## config.mk

```make
export PLATFORM = sky130hd
export DESIGN_NAME = ima_adpcm_codec
export DESIGN_NICKNAME = d
export VERILOG_FILES = /design/src/sv/adpcm_pkg.sv /design/src/sv/adpcm_quant.sv /design/src/sv/adpcm_update.sv /design/src/sv/ima_adpcm_codec.sv
export SDC_FILE = /design/constraint.sdc
export NUM_CORES = 1
export LEC_CHECK = 0
export BUFFER_PORTS_ARGS = -buffer_cell sky130_fd_sc_hd__buf_2
export CAP_MARGIN = 20
export CORE_UTILIZATION = 45
export CTS_BUF_LIST = sky130_fd_sc_hd__clkbuf_8
export CTS_CLUSTER_DIAMETER = 40
export DETAILED_ROUTE_END_ITERATION = 6
export PLACE_DENSITY = 0.73
export SLEW_MARGIN = 20
export SYNTH_ARGS = -nofsm -noshare
export SYNTH_HDL_FRONTEND = slang
export SYNTH_SLANG_ARGS = --single-unit
```

## constraint.sdc

```tcl
create_clock -name clk -period 13.8 [get_ports clk]
set_input_delay 1.38 -clock clk [delete_from_list [all_inputs] [get_ports clk]]
set_output_delay 1.38 -clock clk [all_outputs]
set_load 0.03 [all_outputs]
```

## src/sv/adpcm_pkg.sv

```systemverilog
// ============================================================================
// adpcm_pkg: shared types and constants of the IMA ADPCM codec
// Holds the command codes, result kinds, step table, index adjust table and
// the predictor update structure used by the codec datapath.
// ============================================================================
package adpcm_pkg;

  // Commands carried in the input side-band.
  typedef enum logic [1:0] {
    CMD_CLEAR  = 2'd0,
    CMD_ENCODE = 2'd1,
    CMD_DECODE = 2'd2
  } cmd_t;

  // Result kinds carried in the output side-band.
  localparam logic KIND_PCM  = 1'b0;
  localparam logic KIND_CODE = 1'b1;

  // Step index limit and sample limits.
  localparam logic [6:0]         MAX_INDEX = 7'd88;
  localparam logic signed [15:0] PCM_MAX   = 16'sh7FFF;
  localparam logic signed [15:0] PCM_MIN   = 16'sh8000;
  localparam logic signed [17:0] SUM_MAX   = 18'sd32767;
  localparam logic signed [17:0] SUM_MIN   = -18'sd32768;

  // Standard IMA quantizer step sizes, one per step index.
  localparam logic [14:0] STEP_TABLE [0:88] = '{
    15'd7,     15'd8,     15'd9,     15'd10,    15'd11,    15'd12,    15'd13,
    15'd14,    15'd16,    15'd17,    15'd19,    15'd21,    15'd23,    15'd25,
    15'd28,    15'd31,    15'd34,    15'd37,    15'd41,    15'd45,    15'd50,
    15'd55,    15'd60,    15'd66,    15'd73,    15'd80,    15'd88,    15'd97,
    15'd107,   15'd118,   15'd130,   15'd143,   15'd157,   15'd173,   15'd190,
    15'd209,   15'd230,   15'd253,   15'd279,   15'd307,   15'd337,   15'd371,
    15'd408,   15'd449,   15'd494,   15'd544,   15'd598,   15'd658,   15'd724,
    15'd796,   15'd876,   15'd963,   15'd1060,  15'd1166,  15'd1282,  15'd1411,
    15'd1552,  15'd1707,  15'd1878,  15'd2066,  15'd2272,  15'd2499,  15'd2749,
    15'd3024,  15'd3327,  15'd3660,  15'd4026,  15'd4428,  15'd4871,  15'd5358,
    15'd5894,  15'd6484,  15'd7132,  15'd7845,  15'd8630,  15'd9493,  15'd10442,
    15'd11487, 15'd12635, 15'd13899, 15'd15289, 15'd16818, 15'd18500, 15'd20350,
    15'd22385, 15'd24623, 15'd27086, 15'd29794, 15'd32767
  };

  // Step index movement per magnitude code.
  localparam logic signed [4:0] INDEX_ADJUST [0:7] = '{
    -5'sd1, -5'sd1, -5'sd1, -5'sd1, 5'sd2, 5'sd4, 5'sd6, 5'sd8
  };

  // New predictor state of one channel after applying one code.
  typedef struct packed {
    logic signed [15:0] pred;
    logic [6:0]         idx;
  } chan_upd_t;

endpackage

```

## src/sv/adpcm_quant.sv

```systemverilog
// ============================================================================
// adpcm_quant: IMA ADPCM quantizer
// Turns the difference between an input sample and the prediction into a
// sign bit and three magnitude bits, using the step of the current index.
// ============================================================================
module adpcm_quant (
  input  logic signed [15:0] pcm_i,
  input  logic signed [15:0] pred_i,
  input  logic [6:0]         idx_i,
  output logic [3:0]         code_o
);

  logic [6:0]         idx_c;
  logic signed [16:0] delta;
  logic               neg;
  logic [16:0]        mag;
  logic [16:0]        rem;
  logic [16:0]        stp;
  logic [2:0]         q;

  // Difference and its magnitude.
  assign idx_c = (idx_i > adpcm_pkg::MAX_INDEX) ? adpcm_pkg::MAX_INDEX : idx_i;
  assign delta = {pcm_i[15], pcm_i} - {pred_i[15], pred_i};
  assign neg   = delta[16];
  assign mag   = neg ? 17'(-delta) : 17'(delta);

  // Three successive compare and subtract steps, halving the step each time.
  always_comb begin
    rem = mag;
    stp = {2'b00, adpcm_pkg::STEP_TABLE[idx_c]};
    q   = 3'b000;
    for (int i = 0; i < 3; i++) begin
      if (rem >= stp) begin
        q[2 - i] = 1'b1;
        rem      = rem - stp;
      end
      stp = stp >> 1;
    end
  end

  assign code_o = {neg, q};

endmodule

```

## src/sv/adpcm_update.sv

```systemverilog
// ============================================================================
// adpcm_update: IMA ADPCM predictor and step index update
// Rebuilds the prediction from one 4-bit code with 16-bit clamping and moves
// the step index by the adjust table, clamped to the table range.
// ============================================================================
module adpcm_update (
  input  logic signed [15:0]     pred_i,
  input  logic [6:0]             idx_i,
  input  logic [3:0]             code_i,
  output adpcm_pkg::chan_upd_t   upd_o
);

  logic [6:0]         idx_c;
  logic [14:0]        step;
  logic [15:0]        mag;
  logic signed [17:0] sdiff;
  logic signed [17:0] sum;
  logic signed [4:0]  adj;
  logic signed [8:0]  idx_sum;

  assign idx_c = (idx_i > adpcm_pkg::MAX_INDEX) ? adpcm_pkg::MAX_INDEX : idx_i;
  assign step  = adpcm_pkg::STEP_TABLE[idx_c];

  // Reconstructed difference magnitude from the three magnitude bits.
  assign mag = {4'b0000, step[14:3]}
             + (code_i[2] ? {1'b0, step} : 16'd0)
             + (code_i[1] ? {2'b00, step[14:1]} : 16'd0)
             + (code_i[0] ? {3'b000, step[14:2]} : 16'd0);

  assign sdiff = code_i[3] ? -$signed({2'b00, mag}) : $signed({2'b00, mag});
  assign sum   = $signed({{2{pred_i[15]}}, pred_i}) + sdiff;

  // Move the step index by the adjust table.
  assign adj     = adpcm_pkg::INDEX_ADJUST[code_i[2:0]];
  assign idx_sum = $signed({2'b00, idx_c}) + $signed({{4{adj[4]}}, adj});

  // Clamp the new prediction to the 16-bit sample range and the step index
  // to the table range.
  always_comb begin
    if (sum > adpcm_pkg::SUM_MAX) begin
      upd_o.pred = adpcm_pkg::PCM_MAX;
    end else if (sum < adpcm_pkg::SUM_MIN) begin
      upd_o.pred = adpcm_pkg::PCM_MIN;
    end else begin
      upd_o.pred = sum[15:0];
    end
    if (idx_sum < 9'sd0) begin
      upd_o.idx = 7'd0;
    end else if (idx_sum > $signed({2'b00, adpcm_pkg::MAX_INDEX})) begin
      upd_o.idx = adpcm_pkg::MAX_INDEX;
    end else begin
      upd_o.idx = idx_sum[6:0];
    end
  end

endmodule

```

## src/sv/ima_adpcm_codec.sv

```systemverilog
// ============================================================================
// ima_adpcm_codec: multi-channel 4-bit IMA ADPCM encoder and decoder
// Stream in, stream out; one item register feeding a quantizer and a
// predictor update unit, with per-channel state and an output register.
// ============================================================================
// An item is held in the input register while the codec unit works on it.
// Encode and decode items have two phases: encode quantizes in the first
// phase and updates the channel predictor in the second, decode runs one
// nibble through the predictor update unit per cycle and delivers one
// sample per cycle while the output slot is free. Clear and ignored items
// finish in a single phase. The next item is accepted in the cycle the
// current one finishes; a steady stream of encode or decode items is paced
// by the two phases of each item; each nibble passes once through the single
// predictor update unit. Results sit in an output register, so the unit
// keeps working while a result waits, as long as it has no new one to place.
// ============================================================================
module ima_adpcm_codec #(
  parameter int CHAN_COUNT = 2
) (
  input  logic        clk,
  input  logic        rst_n,
  // Input stream.
  input  logic        in_tvalid,
  output logic        in_tready,
  input  logic [23:0] in_tdata,   // [15:0] pcm_in, [23:16] code_in
  input  logic [3:0]  in_tuser,   // [1:0] command, [2] channel, [3] block_start
  // Result stream.
  output logic        out_tvalid,
  input  logic        out_tready,
  output logic [23:0] out_tdata,  // [15:0] pcm_out, [23:16] code_out
  output logic        out_tuser,  // [0] kind
  output logic        out_tlast
);

  localparam int CH_IW = (CHAN_COUNT > 1) ? $clog2(CHAN_COUNT) : 1;

  // Input item register.
  logic               in_valid_r;
  logic               phase_r;
  adpcm_pkg::cmd_t    cmd_r;
  logic               ch_r;
  logic signed [15:0] pcm_r;
  logic [7:0]         byte_r;
  logic               bstart_r;
  logic [3:0]         code_r;

  // Per-channel state.
  logic signed [15:0] pred_r   [CHAN_COUNT];
  logic [6:0]         idx_r    [CHAN_COUNT];
  logic [3:0]         pend_r   [CHAN_COUNT];
  logic               nphase_r [CHAN_COUNT];

  // Output register.
  logic               out_valid_r;
  logic               out_kind_r;
  logic signed [15:0] out_pcm_r;
  logic [7:0]         out_code_r;
  logic               out_last_r;

  // Datapath and control.
  logic                 ch_ok;
  logic [CH_IW-1:0]     ch_idx;
  logic                 is_clr;
  logic                 is_enc;
  logic                 is_dec;
  logic                 eff_nphase;
  logic                 emit;
  logic                 out_free;
  logic                 adv;
  logic                 done;
  logic                 apply;
  logic [3:0]           q_code;
  logic [3:0]           nib;
  adpcm_pkg::chan_upd_t upd;

  // Decode of the held item.
  assign ch_ok      = ({31'd0, ch_r} < 32'(CHAN_COUNT));
  assign ch_idx     = CH_IW'(ch_r);
  assign is_clr     = in_valid_r && (cmd_r == adpcm_pkg::CMD_CLEAR);
  assign is_enc     = in_valid_r && ch_ok && (cmd_r == adpcm_pkg::CMD_ENCODE);
  assign is_dec     = in_valid_r && ch_ok && (cmd_r == adpcm_pkg::CMD_DECODE);
  assign eff_nphase = !bstart_r && nphase_r[ch_idx];

  // A result is placed in the second encode phase of an odd nibble and in
  // both decode phases; the unit waits only when the output slot is taken.
  assign emit     = (is_enc && phase_r && eff_nphase) || is_dec;
  assign out_free = !out_valid_r || out_tready;
  assign adv      = in_valid_r && (!emit || out_free);
  assign done     = adv && (phase_r || !(is_enc || is_dec));
  assign apply    = adv && ((is_enc && phase_r) || is_dec);
  assign nib      = is_enc ? code_r : (phase_r ? byte_r[7:4] : byte_r[3:0]);

  assign in_tready = !in_valid_r || done;

  adpcm_quant u_quant (
    .pcm_i  (pcm_r),
    .pred_i (pred_r[ch_idx]),
    .idx_i  (idx_r[ch_idx]),
    .code_o (q_code)
  );

  adpcm_update u_update (
    .pred_i (pred_r[ch_idx]),
    .idx_i  (idx_r[ch_idx]),
    .code_i (nib),
    .upd_o  (upd)
  );

  // Item control: valid flag and the item phase.
  always_ff @(posedge clk) begin
    if (!rst_n) begin
      in_valid_r <= 1'b0;
      phase_r    <= 1'b0;
    end else begin
      if (in_tready) begin
        in_valid_r <= in_tvalid;
      end
      if (done) begin
        phase_r <= 1'b0;
      end else if (adv) begin
        phase_r <= 1'b1;
      end
    end
  end

  // Item payload and the quantized code between the two encode phases.
  always_ff @(posedge clk) begin
    if (in_tvalid && in_tready) begin
      cmd_r    <= adpcm_pkg::cmd_t'(in_tuser[1:0]);
      ch_r     <= in_tuser[2];
      bstart_r <= in_tuser[3];
      pcm_r    <= in_tdata[15:0];
      byte_r   <= in_tdata[23:16];
    end
    if (adv && is_enc && !phase_r) begin
      code_r <= q_code;
    end
  end

  // Channel state: cleared by reset or the clear command, else updated.
  always_ff @(posedge clk) begin
    if (!rst_n || (adv && is_clr)) begin
      for (int c = 0; c < CHAN_COUNT; c++) begin
        pred_r[c]   <= 16'sd0;
        idx_r[c]    <= 7'd0;
        pend_r[c]   <= 4'd0;
        nphase_r[c] <= 1'b0;
      end
    end else if (apply) begin
      pred_r[ch_idx] <= upd.pred;
      idx_r[ch_idx]  <= upd.idx;
      if (is_enc) begin
        if (eff_nphase) begin
          nphase_r[ch_idx] <= 1'b0;
        end else begin
          pend_r[ch_idx]   <= code_r;
          nphase_r[ch_idx] <= 1'b1;
        end
      end
    end
  end

  // Output register valid flag.
  always_ff @(posedge clk) begin
    if (!rst_n) begin
      out_valid_r <= 1'b0;
    end else if (adv && emit) begin
      out_valid_r <= 1'b1;
    end else if (out_tready) begin
      out_valid_r <= 1'b0;
    end
  end

  // Output register payload.
  always_ff @(posedge clk) begin
    if (adv && emit) begin
      if (is_enc) begin
        out_kind_r <= adpcm_pkg::KIND_CODE;
        out_pcm_r  <= 16'sd0;
        out_code_r <= {code_r, pend_r[ch_idx]};
        out_last_r <= 1'b1;
      end else begin
        out_kind_r <= adpcm_pkg::KIND_PCM;
        out_pcm_r  <= upd.pred;
        out_code_r <= 8'd0;
        out_last_r <= phase_r;
      end
    end
  end

  assign out_tvalid = out_valid_r;
  assign out_tdata  = {out_code_r, out_pcm_r};
  assign out_tuser  = out_kind_r;
  assign out_tlast  = out_last_r;

  // A packed code byte is always the only result of its item.
  a_code_last : assert property (@(posedge clk) disable iff (!rst_n)
    (out_tvalid && (out_tuser == adpcm_pkg::KIND_CODE)) |-> out_tlast)
    else $error("code byte result without last");

  // The second phase of an item only exists while an item is held.
  a_phase_held : assert property (@(posedge clk) disable iff (!rst_n)
    phase_r |-> in_valid_r)
    else $error("item phase set with no item held");

  // The step index of channel 0 never leaves the table range.
  a_idx_range : assert property (@(posedge clk) disable iff (!rst_n)
    idx_r[0] <= adpcm_pkg::MAX_INDEX)
    else $error("step index beyond table range");

  // After the first decode nibble is applied, the item is still held in its second phase.
  a_dec_pair : assert property (@(posedge clk) disable iff (!rst_n)
    (adv && is_dec && !phase_r) |=> (in_valid_r && phase_r))
    else $error("decode item lost its second nibble");

endmodule

```

# Word-level counts from Yosys, hierarchy flattened

Memories as Yosys holds them, arrays and structs flattened. A register that Yosys moved wholly into a read port is not among the register bits.
Cells that the tools add are included.

Flip-flop bits (word level): 61
RAM bits: 56
Bits in read-only memories: 1960
Input port bits: 32
Output and inout port bits: 28
Logic and storage cells: 137
Memories: 6

Memory list:

| memory          | words | bits a word | rd ports | clocked after Yosys merged registers in | write ports | RTL line              | text |
|---|---|---|---|---|---|---|---|
| (no name shown) | 128   | 15          | 1        | 0                                       | 0           | adpcm_quant.sv:30     | `stp = {2'b00, adpcm_pkg::STEP_TABLE[idx_c]};` |
| (no name shown) | 8     | 5           | 1        | 0                                       | 0           | adpcm_update.sv:34    | `assign adj = adpcm_pkg::INDEX_ADJUST[code_i[2:0]];` |
| pred_r          | 2     | 16          | 1        | 1                                       | 2           | ima_adpcm_codec.sv:48 | `logic signed [15:0] pred_r [CHAN_COUNT];` |
| idx_r           | 2     | 7           | 1        | 1                                       | 2           | ima_adpcm_codec.sv:49 | `logic [6:0] idx_r [CHAN_COUNT];` |
| pend_r          | 2     | 4           | 1        | 1                                       | 2           | ima_adpcm_codec.sv:50 | `logic [3:0] pend_r [CHAN_COUNT];` |
| nphase_r        | 2     | 1           | 1        | 1                                       | 2           | ima_adpcm_codec.sv:51 | `logic nphase_r [CHAN_COUNT];` |

$add $sub $neg: 10
$lt $le $gt $ge: 10
Eq/ne operators: 2
Muxes and demuxes: 55
Bitwise gates (word level): 4
Reduce and logical (&&, ||, !) cells: 37

Operators with widths:

| operator                                                                       | number |
|---|---|
| 17-bit 2-to-1 mux                                                              | 3 |
| 16-bit 2-to-1 mux                                                              | 3 |
| 15-bit 2-to-1 mux                                                              | 3 |
| 1-bit 2-to-1 mux                                                               | 34 |
| 16-bit adder                                                                   | 2 |
| 7-bit 2-to-1 mux                                                               | 4 |
| 16-bit by 18-bit adder with 18-bit output                                      | 1 |
| 18-bit by 16-bit > comparator with 1-bit output, second input constant         | 1 |
| 18-bit by 16-bit less-than comparator with 1-bit output, second input constant | 1 |
| 18-bit 2-to-1 mux                                                              | 1 |
| 16-bit negation with 18-bit output                                             | 1 |
| 17-bit by 13-bit >= comparator with 1-bit output                               | 1 |
| 17-bit by 14-bit >= comparator with 1-bit output                               | 1 |
| 17-bit by 15-bit >= comparator with 1-bit output                               | 1 |
| 17-bit negation                                                                | 1 |
| 16-bit by 16-bit subtractor with 17-bit output                                 | 1 |
| 17-bit by 14-bit subtractor with 17-bit output                                 | 1 |
| 17-bit by 15-bit subtractor with 17-bit output                                 | 1 |
| 12-bit by 16-bit adder with 16-bit output                                      | 1 |
| 16-bit OR reduction                                                            | 1 |
| 1-bit logical AND                                                              | 14 |
| 14-bit 2-to-1 mux                                                              | 1 |
| 13-bit 2-to-1 mux                                                              | 1 |
| 4-bit 2-to-1 mux                                                               | 3 |
| 21 further kinds                                                               | 36 |

# Longest topological paths before layout

Depth in word-level cells: 17
Depth in mapped cells: 52
Mapped depth without buffers: 48

# Hierarchy

A second synthesis with hierarchy kept.

Cells, all modules: 1847
Area total of the unflattened synthesis: 15225.9 µm²

By module, submodules not included:

| module          | times used | cells an instance | area each (µm²) | sequential area each (µm²) |
|---|---|---|---|---|
| adpcm_update    | 1          | 750               | 5280.1          | 0.0 |
| adpcm_quant     | 1          | 799               | 5170.0          | 0.0 |
| ima_adpcm_codec | 1          | 298               | 4775.8          | 3503.4 |

# Worst setup path after synthesis

Ideal clock, no wire load.

Path type: register to register
From: register with a tool-made name
To: register code_r[0] (data pin)
Library setup time: 277 ps
Data arrival time: 10380 ps
Required time: 13523 ps
Slack: 3143 ps
Stages on the path, launching flop included: 52
Buffers on the path: 9
Clock period less this slack: 10657 ps
Cell sequence: dfxtp_1 > buf_2 > buf_1 > buf_1 > mux2i_1 > ha_1 > clkbuf_2 > a2111oi_2 > o21ai_2 > a21oi_1 > nor2_1 > o21a_1 > clkbuf_1 > a21oi_1 > xnor2_1 > ha_1 > clkbuf_1 > a21o_1 > [... 16 more ...] > o41ai_1 > a21oi_1 > nand4b_1 > nor2_4 > buf_6 > mux2i_1 > ha_1 > nor2b_1 > o21a_1 > o21a_1 > o21a_1 > o21ai_0 > a21oi_1 > a211o_1 > a211oi_1 > o21ai_0 > a221oi_1 > o221ai_1

RTL lines:

| element              | RTL line               | text |
|---|---|---|
| to (signal assigned) | ima_adpcm_codec.sv:136 | `code_r <= q_code;` |
| to (decl)            | ima_adpcm_codec.sv:45  | `logic [3:0] code_r;` |

==> metrics.cfg <==
[global_routing]
grt_pass1_wl_mm = 55.5
antenna_found_initial = 0
grt_pass1_vias = 10600
grt_overflow = 0
grt_usage_pct = 23.9
grt_start_max_net_pins = 46

[clock_tree]
hold_buffers = 0
cts_tree = yes
h-tree-depth = 4
cts_inserted_buffers = 17
ctsResizeCount = 0
clk_pin_slew_ns = 0.08
clk_latency_ns = 0.46
post_cts_buffers = 0
ctsRootBufferMaster = clkbuf_8
clock_path_buffers = 2
cts_sinks = 118

[worst_setup_path]
critical_path_arrival_ns = 12.74
end_kind = register
cp_max_fo = 24
cp-start-kind = register
r2r_end = code_r[0]
max_stage_delay_ns = 0.68
slowest_stage = dfxtp_1
cpMostUsedCell = o21ai_0
timing_worst_setup_path_type = register to register
worstPathRequired_ns = 13.99
r2r.worst_path.cells = 45
rrSetupSlack_ns = 1.24

[logic_synthesis]
synth_cell_types = 100
yosysWarningCount = 0
synth-edff-count = 114
synthFlopType = edfxtp_1
synth-seq-area-share_pct = 27.0
synth_cells = 1465
syn_avg_cell_area_sq_um = 8.86
synth_seq_cells = 118
syn_area_sq_mm = 0.0130
async_flop_share_pct = 0
synthesis.nets = 1641

[route]
viasPerCell = 6.06
wl_per_cell_um = 18.4
drc = 1
drt-pass1-iter-count = 7
via_count = 11500
drtIter0Drc = 1144
ant_nets = 0
wl_mm = 34.9

[pwr]
vdd_drop_max_mv = 0.309
power.leakage_nw = 5.81
power_per_cell_area_mw_per_mm2 = 285
totalPowerFinal_mw = 4.00

[timing]
finalMaxSlewViolations = 0
hold_violations = 0
setup_viol = 0
fin_setup_tns_ns = 0
fin_crit_ns = 12.56
final.period_utilization_pct = 91.0
fin_skew_ns = 0.0146
rsz0062_at_grt = false
max_clock_freq_mhz = 79.6
worstMarginPinSlew_ns = 0.975
slew_headroom_pct = 35.0

[cells_and_area]
antenna_cells = 0
fillers = 2658
area_growth_pct = 7.99
drive_above_1_share_pct = 12.4
utilization_pct = 49.9
mostFrequentLayoutCells = nor2_1 (155), a21oi_1 (115), ha_1 (115)
nets = 1676
final_common_cell = nor2_1

[die]
core_sq_mm = 0.0281
die_w_um = 172
design.portCount = 60
initial_core_util_pct = 46.2
dieArea_sq_mm = 0.0295
die_y_um = 172
rows = 61

[outcome]
status = complete, but fails checks
violations = design-rule violations

[hold_path]
hold_depth = 2
hold_class = register to register
min_from = out_tvalid
hold-path-endpoint = out_tvalid

[flow_run]
cap_violations = 0

[place]
gp_congestion = 0.976
hpwl_mm = 26.5
port_buffers = 59

## power by group
part	internal [mW]	switching, mW	total, mW	leakage, nW
registers	0.444	0.0121	0.457	1.16
logic	1.39	1.82	3.21	4.45
clock network	0.165	0.163	0.328	0.202
total	2.00	2.00	4.00	5.81
## logic make-up after synthesis
kind of cell / Yosys count / share of synthesized area, %
buffers and inverters: 167 / 5.34
AND/OR/NAND/NOR: 434 / 16.5
AO/OA/AOI/OAI: 457 / 24.2
adder cells (fa/ha/maj): 144 / 15.6
XOR/XNOR: 87 / 6.24
flip-flops: 118 / 27.0
multiplexers: 58 / 5.21
## cell type report
cell class / instances / area (sq um) / area share [%]
multi-input cells: 1180 / 8790 / 62.7
flip-flops and latches: 118 / 3500 / 25.0
well taps: 378 / 473 / 3.38
repair buffers: 82 / 468 / 3.34
inverters: 101 / 379 / 2.71
clock buffers: 17 / 234 / 1.67
clock inverters: 15 / 166 / 1.19
## flip-flops by register name, summed over array words and instances, names as in the netlist, named ones only
name / flops
code_r: 4
out_code_r: 8
out_tuser: 1
out_tvalid: 1
bstart_r: 1
idx_r: 14
byte_r: 8
ch_idx: 1
phase_r: 1
pend_r: 8
nphase_r: 2
pred_r: 32
in_valid_r: 1
out_pcm_r: 16
out_tlast: 1
cmd_r: 2
pcm_r: 16
## worst max path at each step
stage	to	slack (ns)	depth (start not counted)
2_1_floorplan	code_r[0]	3.14	51
3_3_place_gp	code_r[0]	2.02	45
3_5_place_dp	code_r[0]	1.53	45
4_1_cts	code_r[0]	1.48	45
5_1_grt	code_r[0]	0.29	45
6_report	code_r[0]	1.24	45
## routing by layer
metal | up-vias | global-route usage (%) | wire [um]
li1 | 5519 | - | -
met1 | 5433 | 32.1 | 15500
met5 | - | 0 | 0
met2 | 450 | 40.2 | 16500
met4 | 0 | 7.12 | 773
met3 | 61 | 2.97 | 2090
## cells in the mapped netlist (28+ instances only)
library cell | count | share of area [%]
nand2_1 | 81 | 2.3
mux2i_1 | 30 | 2.3
fa_1 | 29 | 4.5
nor3_1 | 31 | 1.2
ha_1 | 115 | 11
nor2_1 | 157 | 4.5
xor2_1 | 29 | 2.0
nand3_1 | 28 | 1.1
edfxtp_1 | 114 | 26
o31ai_1 | 55 | 3.2
a21oi_1 | 115 | 4.4
o21ai_0 | 77 | 3.0
xnor2_1 | 54 | 3.6
inv_1 | 99 | 2.9
clkbuf_1 | 42 | 1.2
## worst max-delay path, delay by kind of cell (launching register included)
| family | cells | cell delay [ns] |
|---|---|---|
| compound gates | 27 | 6.11 |
| buf+inv | 3 | 0.73 |
| mux | 2 | 0.81 |
| fa+ha+maj | 4 | 1.43 |
| flops | 1 | 0.68 |
| simple gates | 9 | 2.51 |
## metrics by stage
stage          worst slack (ns)  hold slack, ns  instances  cell area [sq um]
5_1_grt                   0.294           0.550       1891              14000
6_report                   1.24           0.515       1891              14000
3_3_place_gp               2.02           0.496       1859              13600
3_5_place_dp               1.53           0.501       1859              13600
4_1_cts                    1.48           0.512       1891              14000
2_1_floorplan              3.14           0.531       1465              13000
(Power assumes the default switching activity.)
